`src/sv/primitive_triangulator_macros.svh`:
```
// ----------------------------------------------------------------------------
// Primitive triangulator assertion macros
// Shorthand for clocked checks, all disabled while rst_n is low.
// ----------------------------------------------------------------------------
`ifndef PRIMITIVE_TRIANGULATOR_MACROS_SVH
`define PRIMITIVE_TRIANGULATOR_MACROS_SVH

// Check that cond holds at every clock edge outside reset.
`define PTRI_ASSERT_HOLDS(label, cond, msg) \
    label: assert property (@(posedge clk) disable iff (!rst_n) (cond)) \
        else $error(msg);

// Check that cons holds at every edge where ante holds.
`define PTRI_ASSERT_IMPLIES(label, ante, cons, msg) \
    label: assert property (@(posedge clk) disable iff (!rst_n) (ante) |-> (cons)) \
        else $error(msg);

`endif

```
`src/sv/ptri_pkg.sv`:
```
// ----------------------------------------------------------------------------
// Primitive triangulator package
// Beat types, mode and error codes, and the job record shared by the stages.
// ----------------------------------------------------------------------------
package ptri_pkg;

    localparam int HANDLE_PORT_BITS     = 32;
    localparam int HANDLE_BITS_DEFAULT  = 32;
    localparam int MODE_BITS            = 3;
    localparam int IDX_BITS             = 3;

    typedef logic [MODE_BITS-1:0] mode_t;

    localparam mode_t MODE_TRIANGLES = 3'd2;
    localparam mode_t MODE_QUADS     = 3'd3;
    localparam mode_t MODE_POLYGON   = 3'd4;

    localparam logic [IDX_BITS-1:0] QUAD_LAST_IDX = 3'd5;
    localparam logic [IDX_BITS-1:0] POLY_LAST_IDX = 3'd2;
    localparam logic [IDX_BITS-1:0] ONE_LAST_IDX  = 3'd0;

    typedef enum logic [1:0] {
        ERR_NONE          = 2'd0,
        ERR_PARTIAL_QUAD  = 2'd1,
        ERR_SHORT_POLYGON = 2'd2
    } err_t;

    typedef enum logic [2:0] {
        JOB_PASS,
        JOB_QUAD,
        JOB_POLY,
        JOB_ERR_QUAD,
        JOB_ERR_POLY
    } job_kind_t;

    typedef struct packed {
        logic [HANDLE_PORT_BITS-1:0] vertex_handle;
        logic                        batch_last;
    } vertex_t;

    typedef struct packed {
        logic [HANDLE_PORT_BITS-1:0] out_vertex;
        logic                        run_last;
        logic                        batch_end;
        err_t                        error_code;
    } result_t;

    typedef struct packed {
        job_kind_t                   kind;
        logic [HANDLE_PORT_BITS-1:0] h_first;
        logic [HANDLE_PORT_BITS-1:0] h_second;
        logic [HANDLE_PORT_BITS-1:0] h_third;
        logic [HANDLE_PORT_BITS-1:0] h_cur;
        logic                        batch_last;
    } job_t;

    typedef struct packed {
        logic busy;
        logic finishing;
    } emit_status_t;

endpackage

```
`src/sv/ptri_assembler.sv`:
```
// ----------------------------------------------------------------------------
// Primitive triangulator assembler
// Holds mode, vertex count and slots; turns each accepted vertex that completes a primitive or an error into a job.
// ----------------------------------------------------------------------------
module ptri_assembler #(
    parameter int HANDLE_BITS = ptri_pkg::HANDLE_BITS_DEFAULT
) (
    input  logic             clk,
    input  logic             rst_n,
    input  logic             cfg_valid,
    output logic             cfg_ready,
    input  ptri_pkg::mode_t  cfg_data,
    input  logic             vertex_fire,
    input  ptri_pkg::vertex_t vertex,
    output logic             job_valid,
    output ptri_pkg::job_t   job
);
    import ptri_pkg::*;

    localparam int SLOT_BITS =
        (HANDLE_BITS < HANDLE_PORT_BITS) ? HANDLE_BITS : HANDLE_PORT_BITS;

    mode_t                mode_reg, mode_next;
    logic [1:0]           count_reg, count_next;
    logic [SLOT_BITS-1:0] first_reg, first_next;
    logic [SLOT_BITS-1:0] second_reg, second_next;
    logic [SLOT_BITS-1:0] third_reg, third_next;
    logic [SLOT_BITS-1:0] h;
    logic                 last;

    assign cfg_ready = 1'b1;
    assign h         = vertex.vertex_handle[SLOT_BITS-1:0];
    assign last      = vertex.batch_last;

    always_comb
    begin
        job.kind       = JOB_PASS;
        job.h_first    = HANDLE_PORT_BITS'(first_reg);
        job.h_second   = HANDLE_PORT_BITS'(second_reg);
        job.h_third    = HANDLE_PORT_BITS'(third_reg);
        job.h_cur      = HANDLE_PORT_BITS'(h);
        job.batch_last = last;
        job_valid      = 1'b1;
        count_next     = 2'd0;
        first_next     = first_reg;
        second_next    = second_reg;
        third_next     = third_reg;

        if (mode_reg == MODE_QUADS)
        begin
            if (count_reg == 2'd3)
            begin
                job.kind = JOB_QUAD;
            end
            else if (last)
            begin
                job.kind = JOB_ERR_QUAD;
            end
            else
            begin
                // collect the next corner, no result yet
                job_valid = 1'b0;
                case (count_reg)
                    2'd0:    first_next  = h;
                    2'd1:    second_next = h;
                    default: third_next  = h;
                endcase
                count_next = count_reg + 2'd1;
            end
        end
        else if (mode_reg == MODE_POLYGON)
        begin
            if (count_reg >= 2'd2)
            begin
                job.kind    = JOB_POLY;
                second_next = h;
                count_next  = last ? 2'd0 : 2'd2;
            end
            else if (last)
            begin
                job.kind = JOB_ERR_POLY;
            end
            else
            begin
                job_valid = 1'b0;
                if (count_reg == 2'd0)
                    first_next = h;
                else
                    second_next = h;
                count_next = count_reg + 2'd1;
            end
        end

        mode_next = mode_reg;
        if (cfg_valid)
        begin
            mode_next = cfg_data;
        end
    end

    always_ff @(posedge clk or negedge rst_n)
    begin
        if (!rst_n)
        begin
            mode_reg  <= MODE_TRIANGLES;
            count_reg <= 2'd0;
        end
        else
        begin
            mode_reg <= mode_next;
            // a mode write starts a new batch
            if (cfg_valid)
                count_reg <= 2'd0;
            else if (vertex_fire)
                count_reg <= count_next;
        end
    end

    always_ff @(posedge clk)
    begin
        if (vertex_fire)
        begin
            first_reg  <= first_next;
            second_reg <= second_next;
            third_reg  <= third_next;
        end
    end

endmodule

```
`src/sv/ptri_emitter.sv`:
```
// ----------------------------------------------------------------------------
// Primitive triangulator emitter
// Holds one job and steps out its results, one beat a cycle unless the output stalls, into the output register.
// ----------------------------------------------------------------------------
module ptri_emitter (
    input  logic                   clk,
    input  logic                   rst_n,
    input  logic                   job_load,
    input  ptri_pkg::job_t         job_in,
    output ptri_pkg::emit_status_t status,
    output logic                   result_valid,
    input  logic                   result_ready,
    output ptri_pkg::result_t      result_data
);
    import ptri_pkg::*;

    job_t                job_reg, job_next;
    logic                job_valid_reg, job_valid_next;
    logic [IDX_BITS-1:0] idx_reg, idx_next;
    logic                out_valid_reg, out_valid_next;
    result_t             out_reg, out_next;
    logic [IDX_BITS-1:0] idx_last;
    result_t             cur;
    logic                out_load;
    logic                job_ready;

    always_comb
    begin
        case (job_reg.kind)
            JOB_QUAD: idx_last = QUAD_LAST_IDX;
            JOB_POLY: idx_last = POLY_LAST_IDX;
            default:  idx_last = ONE_LAST_IDX;
        endcase

        cur.out_vertex = job_reg.h_cur;
        cur.run_last   = (idx_reg == idx_last);
        cur.batch_end  = (idx_reg == idx_last) && job_reg.batch_last;
        cur.error_code = ERR_NONE;
        case (job_reg.kind)
            JOB_QUAD:
            begin
                // v1 v2 v3 v3 v4 v1
                case (idx_reg)
                    3'd0:    cur.out_vertex = job_reg.h_first;
                    3'd1:    cur.out_vertex = job_reg.h_second;
                    3'd2:    cur.out_vertex = job_reg.h_third;
                    3'd3:    cur.out_vertex = job_reg.h_third;
                    3'd4:    cur.out_vertex = job_reg.h_cur;
                    default: cur.out_vertex = job_reg.h_first;
                endcase
            end
            JOB_POLY:
            begin
                case (idx_reg)
                    3'd0:    cur.out_vertex = job_reg.h_first;
                    3'd1:    cur.out_vertex = job_reg.h_second;
                    default: cur.out_vertex = job_reg.h_cur;
                endcase
            end
            JOB_ERR_QUAD:
            begin
                cur.out_vertex = '0;
                cur.batch_end  = 1'b1;
                cur.error_code = ERR_PARTIAL_QUAD;
            end
            JOB_ERR_POLY:
            begin
                cur.out_vertex = '0;
                cur.batch_end  = 1'b1;
                cur.error_code = ERR_SHORT_POLYGON;
            end
            default:
            begin
                cur.out_vertex = job_reg.h_cur;
            end
        endcase

        out_load         = job_valid_reg && (!out_valid_reg || result_ready);
        status.busy      = job_valid_reg;
        status.finishing = out_load && (idx_reg == idx_last);
        job_ready        = !job_valid_reg || status.finishing;

        job_valid_next = job_ready ? job_load : job_valid_reg;
        job_next       = (job_ready && job_load) ? job_in : job_reg;
        if (job_ready)
            idx_next = '0;
        else if (out_load)
            idx_next = idx_reg + 3'd1;
        else
            idx_next = idx_reg;

        if (out_load)
            out_valid_next = 1'b1;
        else if (result_ready)
            out_valid_next = 1'b0;
        else
            out_valid_next = out_valid_reg;
        out_next = out_load ? cur : out_reg;
    end

    always_ff @(posedge clk or negedge rst_n)
    begin
        if (!rst_n)
        begin
            job_valid_reg <= 1'b0;
            idx_reg       <= '0;
            out_valid_reg <= 1'b0;
        end
        else
        begin
            job_valid_reg <= job_valid_next;
            idx_reg       <= idx_next;
            out_valid_reg <= out_valid_next;
        end
    end

    always_ff @(posedge clk)
    begin
        job_reg <= job_next;
        out_reg <= out_next;
    end

    assign result_valid = out_valid_reg;
    assign result_data  = out_reg;

endmodule

```
`src/sv/primitive_triangulator.sv`:
```
// ----------------------------------------------------------------------------
// Primitive triangulator
// Assembles a stream of vertex handles into points, lines, triangles, quads
// split into two triangles, or polygon fans.
// ----------------------------------------------------------------------------
// Usage:
//   vertex channel  (vertex_valid/ready/data): one handle per beat, batch_last
//                   marks the final vertex of a batch.
//   result channel  (result_valid/ready/data): one emitted vertex per beat;
//                   an error beat (zero vertex, error_code set) closes a
//                   malformed batch, and the receiver drops that batch.
//   cfg channel     (cfg_valid/ready/data): prim_mode; write only while idle.
//                   A write also restarts batch assembly.
// Path: the first result of a vertex is registered in the job register and then
//   in the output register before it reaches the result port.
// Throughput: the output register moves one result per cycle while result_ready
//   is high, so pass-through modes then take a vertex every cycle and each
//   polygon vertex past the second yields three results. A quad yields six
//   results, while the gathering vertices of the next quad wait for the job register.
// Reset: mode returns to triangles, the vertex count and both beat buffers
//   clear; no clearing pass is needed.
// Stall: when result_ready is low the output beat holds, the job register
//   holds its remaining results, and vertex_ready drops once the job register
//   cannot hand over.
// ----------------------------------------------------------------------------
`include "primitive_triangulator_macros.svh"

module primitive_triangulator #(
    parameter int HANDLE_BITS = ptri_pkg::HANDLE_BITS_DEFAULT
) (
    input  logic               clk,
    input  logic               rst_n,
    input  logic               cfg_valid,
    output logic               cfg_ready,
    input  ptri_pkg::mode_t    cfg_data,
    input  logic               vertex_valid,
    output logic               vertex_ready,
    input  ptri_pkg::vertex_t  vertex_data,
    output logic               result_valid,
    input  logic               result_ready,
    output ptri_pkg::result_t  result_data
);
    import ptri_pkg::*;

    logic         vertex_fire;
    logic         job_valid;
    job_t         job;
    emit_status_t status;
    logic         cfg_fire;

    // Accept a vertex whenever the job register is empty or hands over now.
    assign vertex_ready = !status.busy || status.finishing;
    assign vertex_fire  = vertex_valid && vertex_ready;
    assign cfg_fire     = cfg_valid && cfg_ready;

    ptri_assembler #(
        .HANDLE_BITS (HANDLE_BITS)
    ) u_assembler (
        .clk         (clk),
        .rst_n       (rst_n),
        .cfg_valid   (cfg_fire),
        .cfg_ready   (cfg_ready),
        .cfg_data    (cfg_data),
        .vertex_fire (vertex_fire),
        .vertex      (vertex_data),
        .job_valid   (job_valid),
        .job         (job)
    );

    // Load a job only for vertices that cause results.
    ptri_emitter u_emitter (
        .clk          (clk),
        .rst_n        (rst_n),
        .job_load     (vertex_fire && job_valid),
        .job_in       (job),
        .status       (status),
        .result_valid (result_valid),
        .result_ready (result_ready),
        .result_data  (result_data)
    );

    `PTRI_ASSERT_IMPLIES(a_error_beat_shape,
        result_valid && (result_data.error_code != ERR_NONE),
        (result_data.out_vertex == '0) && result_data.run_last && result_data.batch_end,
        "error beat must be zero vertex closing its batch")
    `PTRI_ASSERT_HOLDS(a_batch_end_run_last,
        !(result_valid && result_data.batch_end && !result_data.run_last),
        "batch end without run end")
    `PTRI_ASSERT_IMPLIES(a_accept_only_on_handover,
        vertex_fire && status.busy, status.finishing,
        "vertex accepted while job still emitting")

endmodule
```
`config.mk`:
```
export PLATFORM = sky130hd
export DESIGN_NAME = primitive_triangulator
export DESIGN_NICKNAME = d
export VERILOG_FILES = /design/src/sv/ptri_pkg.sv /design/src/sv/ptri_assembler.sv /design/src/sv/ptri_emitter.sv /design/src/sv/primitive_triangulator.sv
export VERILOG_INCLUDE_DIRS = /design/src /design/src/sv
export SDC_FILE = /design/constraint.sdc
export NUM_CORES = 1
export LEC_CHECK = 0
export BUFFER_PORTS_ARGS = -buffer_cell sky130_fd_sc_hd__buf_4
export CORE_UTILIZATION = 59
export DETAILED_ROUTE_END_ITERATION = 7
export GPL_ROUTABILITY_DRIVEN = 1
export PLACE_DENSITY = 0.79
export SLEW_MARGIN = 20
export SYNTH_ARGS = -nofsm -noshare
export SYNTH_HDL_FRONTEND = slang
export SYNTH_SLANG_ARGS = --single-unit
```
`constraint.sdc`:
```
create_clock -name clk -period 10.7 [get_ports clk]
set_input_delay 1.07 -clock clk [delete_from_list [all_inputs] [get_ports clk]]
set_output_delay 1.07 -clock clk [all_outputs]
set_load 0.01 [all_outputs]
```
Word level (Yosys, flattened, before mapping)
Index checks and enable logic that the tools add are counted.

storage, ports and cells
  register bits after elaboration = 274
  latch bits = 0
  RAM bits = 0
  ROM bits = 0
  word-level logic and storage cells = 107
  memories = 0

cells by class
  $add $sub $neg = 2
  multiply operators = 0
  div/mod/pow operators = 0
  $lt $le $gt $ge = 1
  equality and inequality tests = 19
  shift-type cells = 0
  multiplexer cells = 42
  bitwise operators = 3
  reductions and logical operators = 22

operators by type and width
  kind                                                                     count
  32-bit two-way mux                                                       14
  32-bit one-hot mux with 3 select lines                                   2
  32-bit one-hot mux with 2 select lines                                   1
  3-bit two-way mux                                                        7
  2-bit two-way mux                                                        9
  3-bit by 2-bit == test with 1-bit output, second input constant          5
  3-bit one-hot mux with 2 select lines                                    2
  3-bit == test, second input constant                                     3
  2-bit nonzero test                                                       4
  1-bit two-way mux                                                        7
  7-bit AND reduction                                                      1
  3-bit by 1-bit == test with 1-bit output, second input constant          2
  1-bit logical AND                                                        6
  2-bit inequality test, second input constant                             3
  2-bit OR reduction                                                       3
  5-bit AND reduction                                                      1
  2-bit by 1-bit inequality test with 1-bit output, second input constant  2
  4-bit AND reduction                                                      1
  3-bit by 1-bit adder with 3-bit output, second input constant            1
  3-bit == test                                                            1
  3-bit zero test                                                          1
  3-bit by 1-bit inequality test with 1-bit output, second input constant  1
  1-bit inverter                                                           3
  2-bit by 1-bit adder with 2-bit output, second input constant            1
  other kinds (6)                                                          8

Logic depth before layout (Yosys ltp)
  depth in word-level cells = 8
  gate-level depth with buffers = 9
  mapped depth without buffers = 7

Modules after synthesis
A second synthesis with hierarchy kept.

second synthesis, totals
  cell total of the unflattened synthesis = 728
  area, all modules = 10971.8 um^2

by module, submodules not included
  module                  times used  cells each  area each (um^2)  seq. area each (um^2)
  ptri_emitter            1           551         7382.1            5170.0
  ptri_assembler          1           173         3557.2            3009.1
  primitive_triangulator  1           4           32.5              0.0

Least setup slack after synthesis
OpenSTA, ideal clock, no wires.

  path kind = register -> register
  from = reg u_emitter.job_reg[131] (netlist name)
  to = reg u_emitter.job_reg[0] (netlist name) (enable)
  setup time = 626 ps
  arrival time = 7024 ps
  required time = 10074 ps
  setup slack = 3050 ps
  stages on the path, launching flop included = 9
  buffers on the path = 2
  period minus slack after synthesis = 7650 ps
  path through = edfxtp_1 -> buf_6 -> or3b_1 -> buf_6 -> nand3b_4 -> and3_4 -> inv_6 -> a31oi_4 -> nor2_1

RTL lines
  item                    RTL line             RTL
  from (decl)             ptri_emitter.sv:17   job_t job_reg, job_next;
  from (signal assigned)  ptri_emitter.sv:119  job_reg <= job_next;

Worst setup path after layout
  from = reg u_emitter.idx_reg[2]
  to = out vertex_ready

on the way
  cells in the longest elaborated chain, start to end = 3

ends and longest elaborated chain
  item                    RTL line                      RTL
  from (decl)             ptri_emitter.sv:19            logic [IDX_BITS-1:0] idx_reg, idx_next;
  from (signal assigned)  ptri_emitter.sv:112           idx_reg <= idx_next;
  3-bit == test           ptri_emitter.sv:80            status.finishing = out_load && (idx_reg == idx_last);
  1-bit logical AND       ptri_emitter.sv:80
  1-bit logical OR        primitive_triangulator.sv:52  assign vertex_ready = !status.busy || status.finishing;
  to (decl)               primitive_triangulator.sv:37  output logic vertex_ready,

No other way between the ends.

==> flow_summary.yaml <==
worst_setup_path:
  critPathKind: "reg -> out"
  critPathLaunchType: "register"
  crit_start: "u_emitter.idx_reg[2]"
  slowest_stage: "clkinv_1"
  cp.arrival_ns: 3.00
  crit_chain: "clkinv_1 > o2111ai_1 > and3_4 > o21ai_0 > buf_4"
  crit_required_ns: 9.63
  path_max_fanout: 30
  reg2reg_from: "u_emitter.idx_reg[2]"
  cp-end-kind: "output port"
  critPathMaxStageDelay_ns: 0.97
drt:
  first_pass_iters: 8
  post-route-drc-count: 1
  wire_per_inst_um: 24.0
  vias: 6269
  routed_wl_mm: 22.4
  via_per_inst: 6.70
  drt-initial-drc-count: 829
  postRouteAntennaNets: 0
yosys:
  synth_ff_type: "edfxtp_1"
  syn-instance-count: 612
  ys_ff_latch: 274
  syn_area_um2: 10500
  synthesis.nets: 661
  seq_area_frac_synth_pct: 77.8
  synth_edf_count: 264
  synth_async_sr_flop_share_pct: 3.65
  synth_warnings: 0
  synth_area_per_cell_um2: 17.2
  yosysUniqueCellTypes: 54
power:
  clkPwrFrac_pct: 24.6
  swShare_pct: 30.6
  pwr-share-comb_pct: 27.0
  seqPwrFrac_pct: 48.4
  p_int_w: 0.00231
  power.leakage_nw: 4.15
  power_density_nw_per_um2: 275
  p_sw_w: 0.00102
  ir_worst_vdd_mv: 0.161
sta:
  setup_viol: 0
  fin_crit_ns: 4.07
  timing.setup.tns_ns: 0
  max_freq_mhz: 246
  max_slew_margin_pct: 25.9
  finClkSkew_ns: 0.0132
  worst_slack_ns: 6.63
  slew_violations: 0
  worst_pin_slew_ns: 1.10
  rsz0062_at_grt: "no"
  hold_viol: 0
  fin_crit_sh_pct: 38.0
clocking:
  cts_buffers: 26
  insertion_delay_ns: 0.53
  clock_path_buffers: 3
  ctsHoldBuffers: 0
  post_cts_resized: 0
  postCtsSetupBuffers: 0
  h-tree-depth: 1
  cts_root_buffer: "clkbuf_16"
  numClockSinks: 274
  clk_pin_slew_ns: 0.06
  cts_tree: "done"
global_routing:
  overflow: 0
  grt_pass1_wl_mm: 34.4
  grt_pass1_vias: 6402
  grt_usage_pct: 25.3
  grt_max_degree: 85
  grt_antenna_before_repair: 0
layout:
  final_common_cell: "edfxtp_1"
  layout.nets: 741
  final_cell_mix: "edfxtp_1 (264), buf_4 (93), o21a_1 (34)"
  areaGrowthSynthToFinish_pct: 15.2
  final_cell_area_um2: 12100
  drive_gt1_share_pct: 21.1
  largest_reg_flops: 132
  antenna_cells: 0
  post-route-util_pct: 69.8
status:
  violations: "DRC"
  outcome: "complete, but fails checks"
floorplanning:
  core_area_um2: 17400
  initial_core_util_pct: 60.6
  die_w_um: 135
  die_area_um2: 18400
  rows: 48
  dieHeight_um: 135
  boundaryPins: 80
worst_hold_path:
  min_path_type: "in -> async"
run:
  cap_violations: 0
placed_design:
  dp_hpwl_mm: 13.0
  place_area_um2: 11300
  place.gp.congestion: 0.862
  dp_slack_ns: 7.13
  port-buffer-count: 78
power by group through the flow:
stage / logic, W / clock network (W) / registers (W)
2_1_floorplan: 0.000539 / 0 / 0.00166
4_1_cts: 0.000890 / 0.000835 / 0.00161
6_report: 0.000900 / 0.000821 / 0.00161
3_3_place_gp: 0.000837 / 0 / 0.00161
3_5_place_dp: 0.000884 / 0 / 0.00163
5_1_grt: 0.000963 / 0.000880 / 0.00163
layout make-up:
class | instances | area (µm²)
clock buffers | 35 | 706
clock inverters | 11 | 50.0
fillers | 1065 | 5250
inverters | 6 | 27.5
multi-input cells | 291 | 2160
flip-flops and latches | 274 | 8180
well taps | 225 | 282
repair buffers | 93 | 698
cells in the mapped netlist, types with 9 or more instances:
library cell    n  share of area [%]
nor2_1         34                1.2
edfxtp_1      264                 75
o22ai_1        23                1.4
o21a_1         34                2.4
nand2_1        11               0.39
a221oi_1       25                2.1
clkbuf_1       31                1.1
a222oi_1       32                3.0
a22o_1         26                2.2
dfrtp_1         9                2.1
o21ai_0        32                1.5
through the flow:
stage	total power (W)	hold slack, ns	cells
after floorplan	0.00219	0.400	612
after global placement	0.00245	0.400	889
after detailed placement	0.00251	0.405	889
after CTS	0.00333	0.356	935
after global routing	0.00347	0.351	935
final	0.00333	0.370	935
cells by family after synthesis:
group | after synthesis | share of synthesized area, %
flip-flops | 274 | 77.8
buffers and inverters | 47 | 1.98
other | 1 | 0.0357
multiplexers | 5 | 0.559
adder cells (fa/ha/maj) | 8 | 0.952
XOR/XNOR | 2 | 0.167
AND/OR/NAND/NOR | 76 | 3.80
AO/OA/AOI/OAI | 199 | 14.7
routing by layer:
metal  vias up  global-route usage, %  share of wire [%]
li1       2685                      -                  -
met1      3060                   31.8                 36
met2       453                   42.6                 50
met3        71                   4.38                 10
met4         0                   12.8                3.7
met5         -                      0                  0
final timing paths:
| path | end | cells past startpoint | slack [ns] |
|---|---|---|---|
| min reg2reg | u_emitter.job_reg[71] | 0 | 0.41 |
| min in group clk | u_emitter.job_reg[71] | 0 | 0.41 |
| max in group asynchronous | u_assembler.mode_reg[1] | 1 | 10.11 |
| max | vertex_ready | 5 | 6.63 |
| min | u_emitter.job_valid_reg | 1 | 0.37 |
| max reg2reg | u_emitter.job_reg[14] | 7 | 7.19 |
worst max-delay path: cells and delay by family, from the launching register on:
family,cells,cell delay [ns]
AOI/OAI and AO/OA,2,0.47
and+or+nand+nor,1,0.29
buffers and inverters,2,1.15
DFF,1,0.57
No activity file was read; power rests on OpenSTA's default activity.
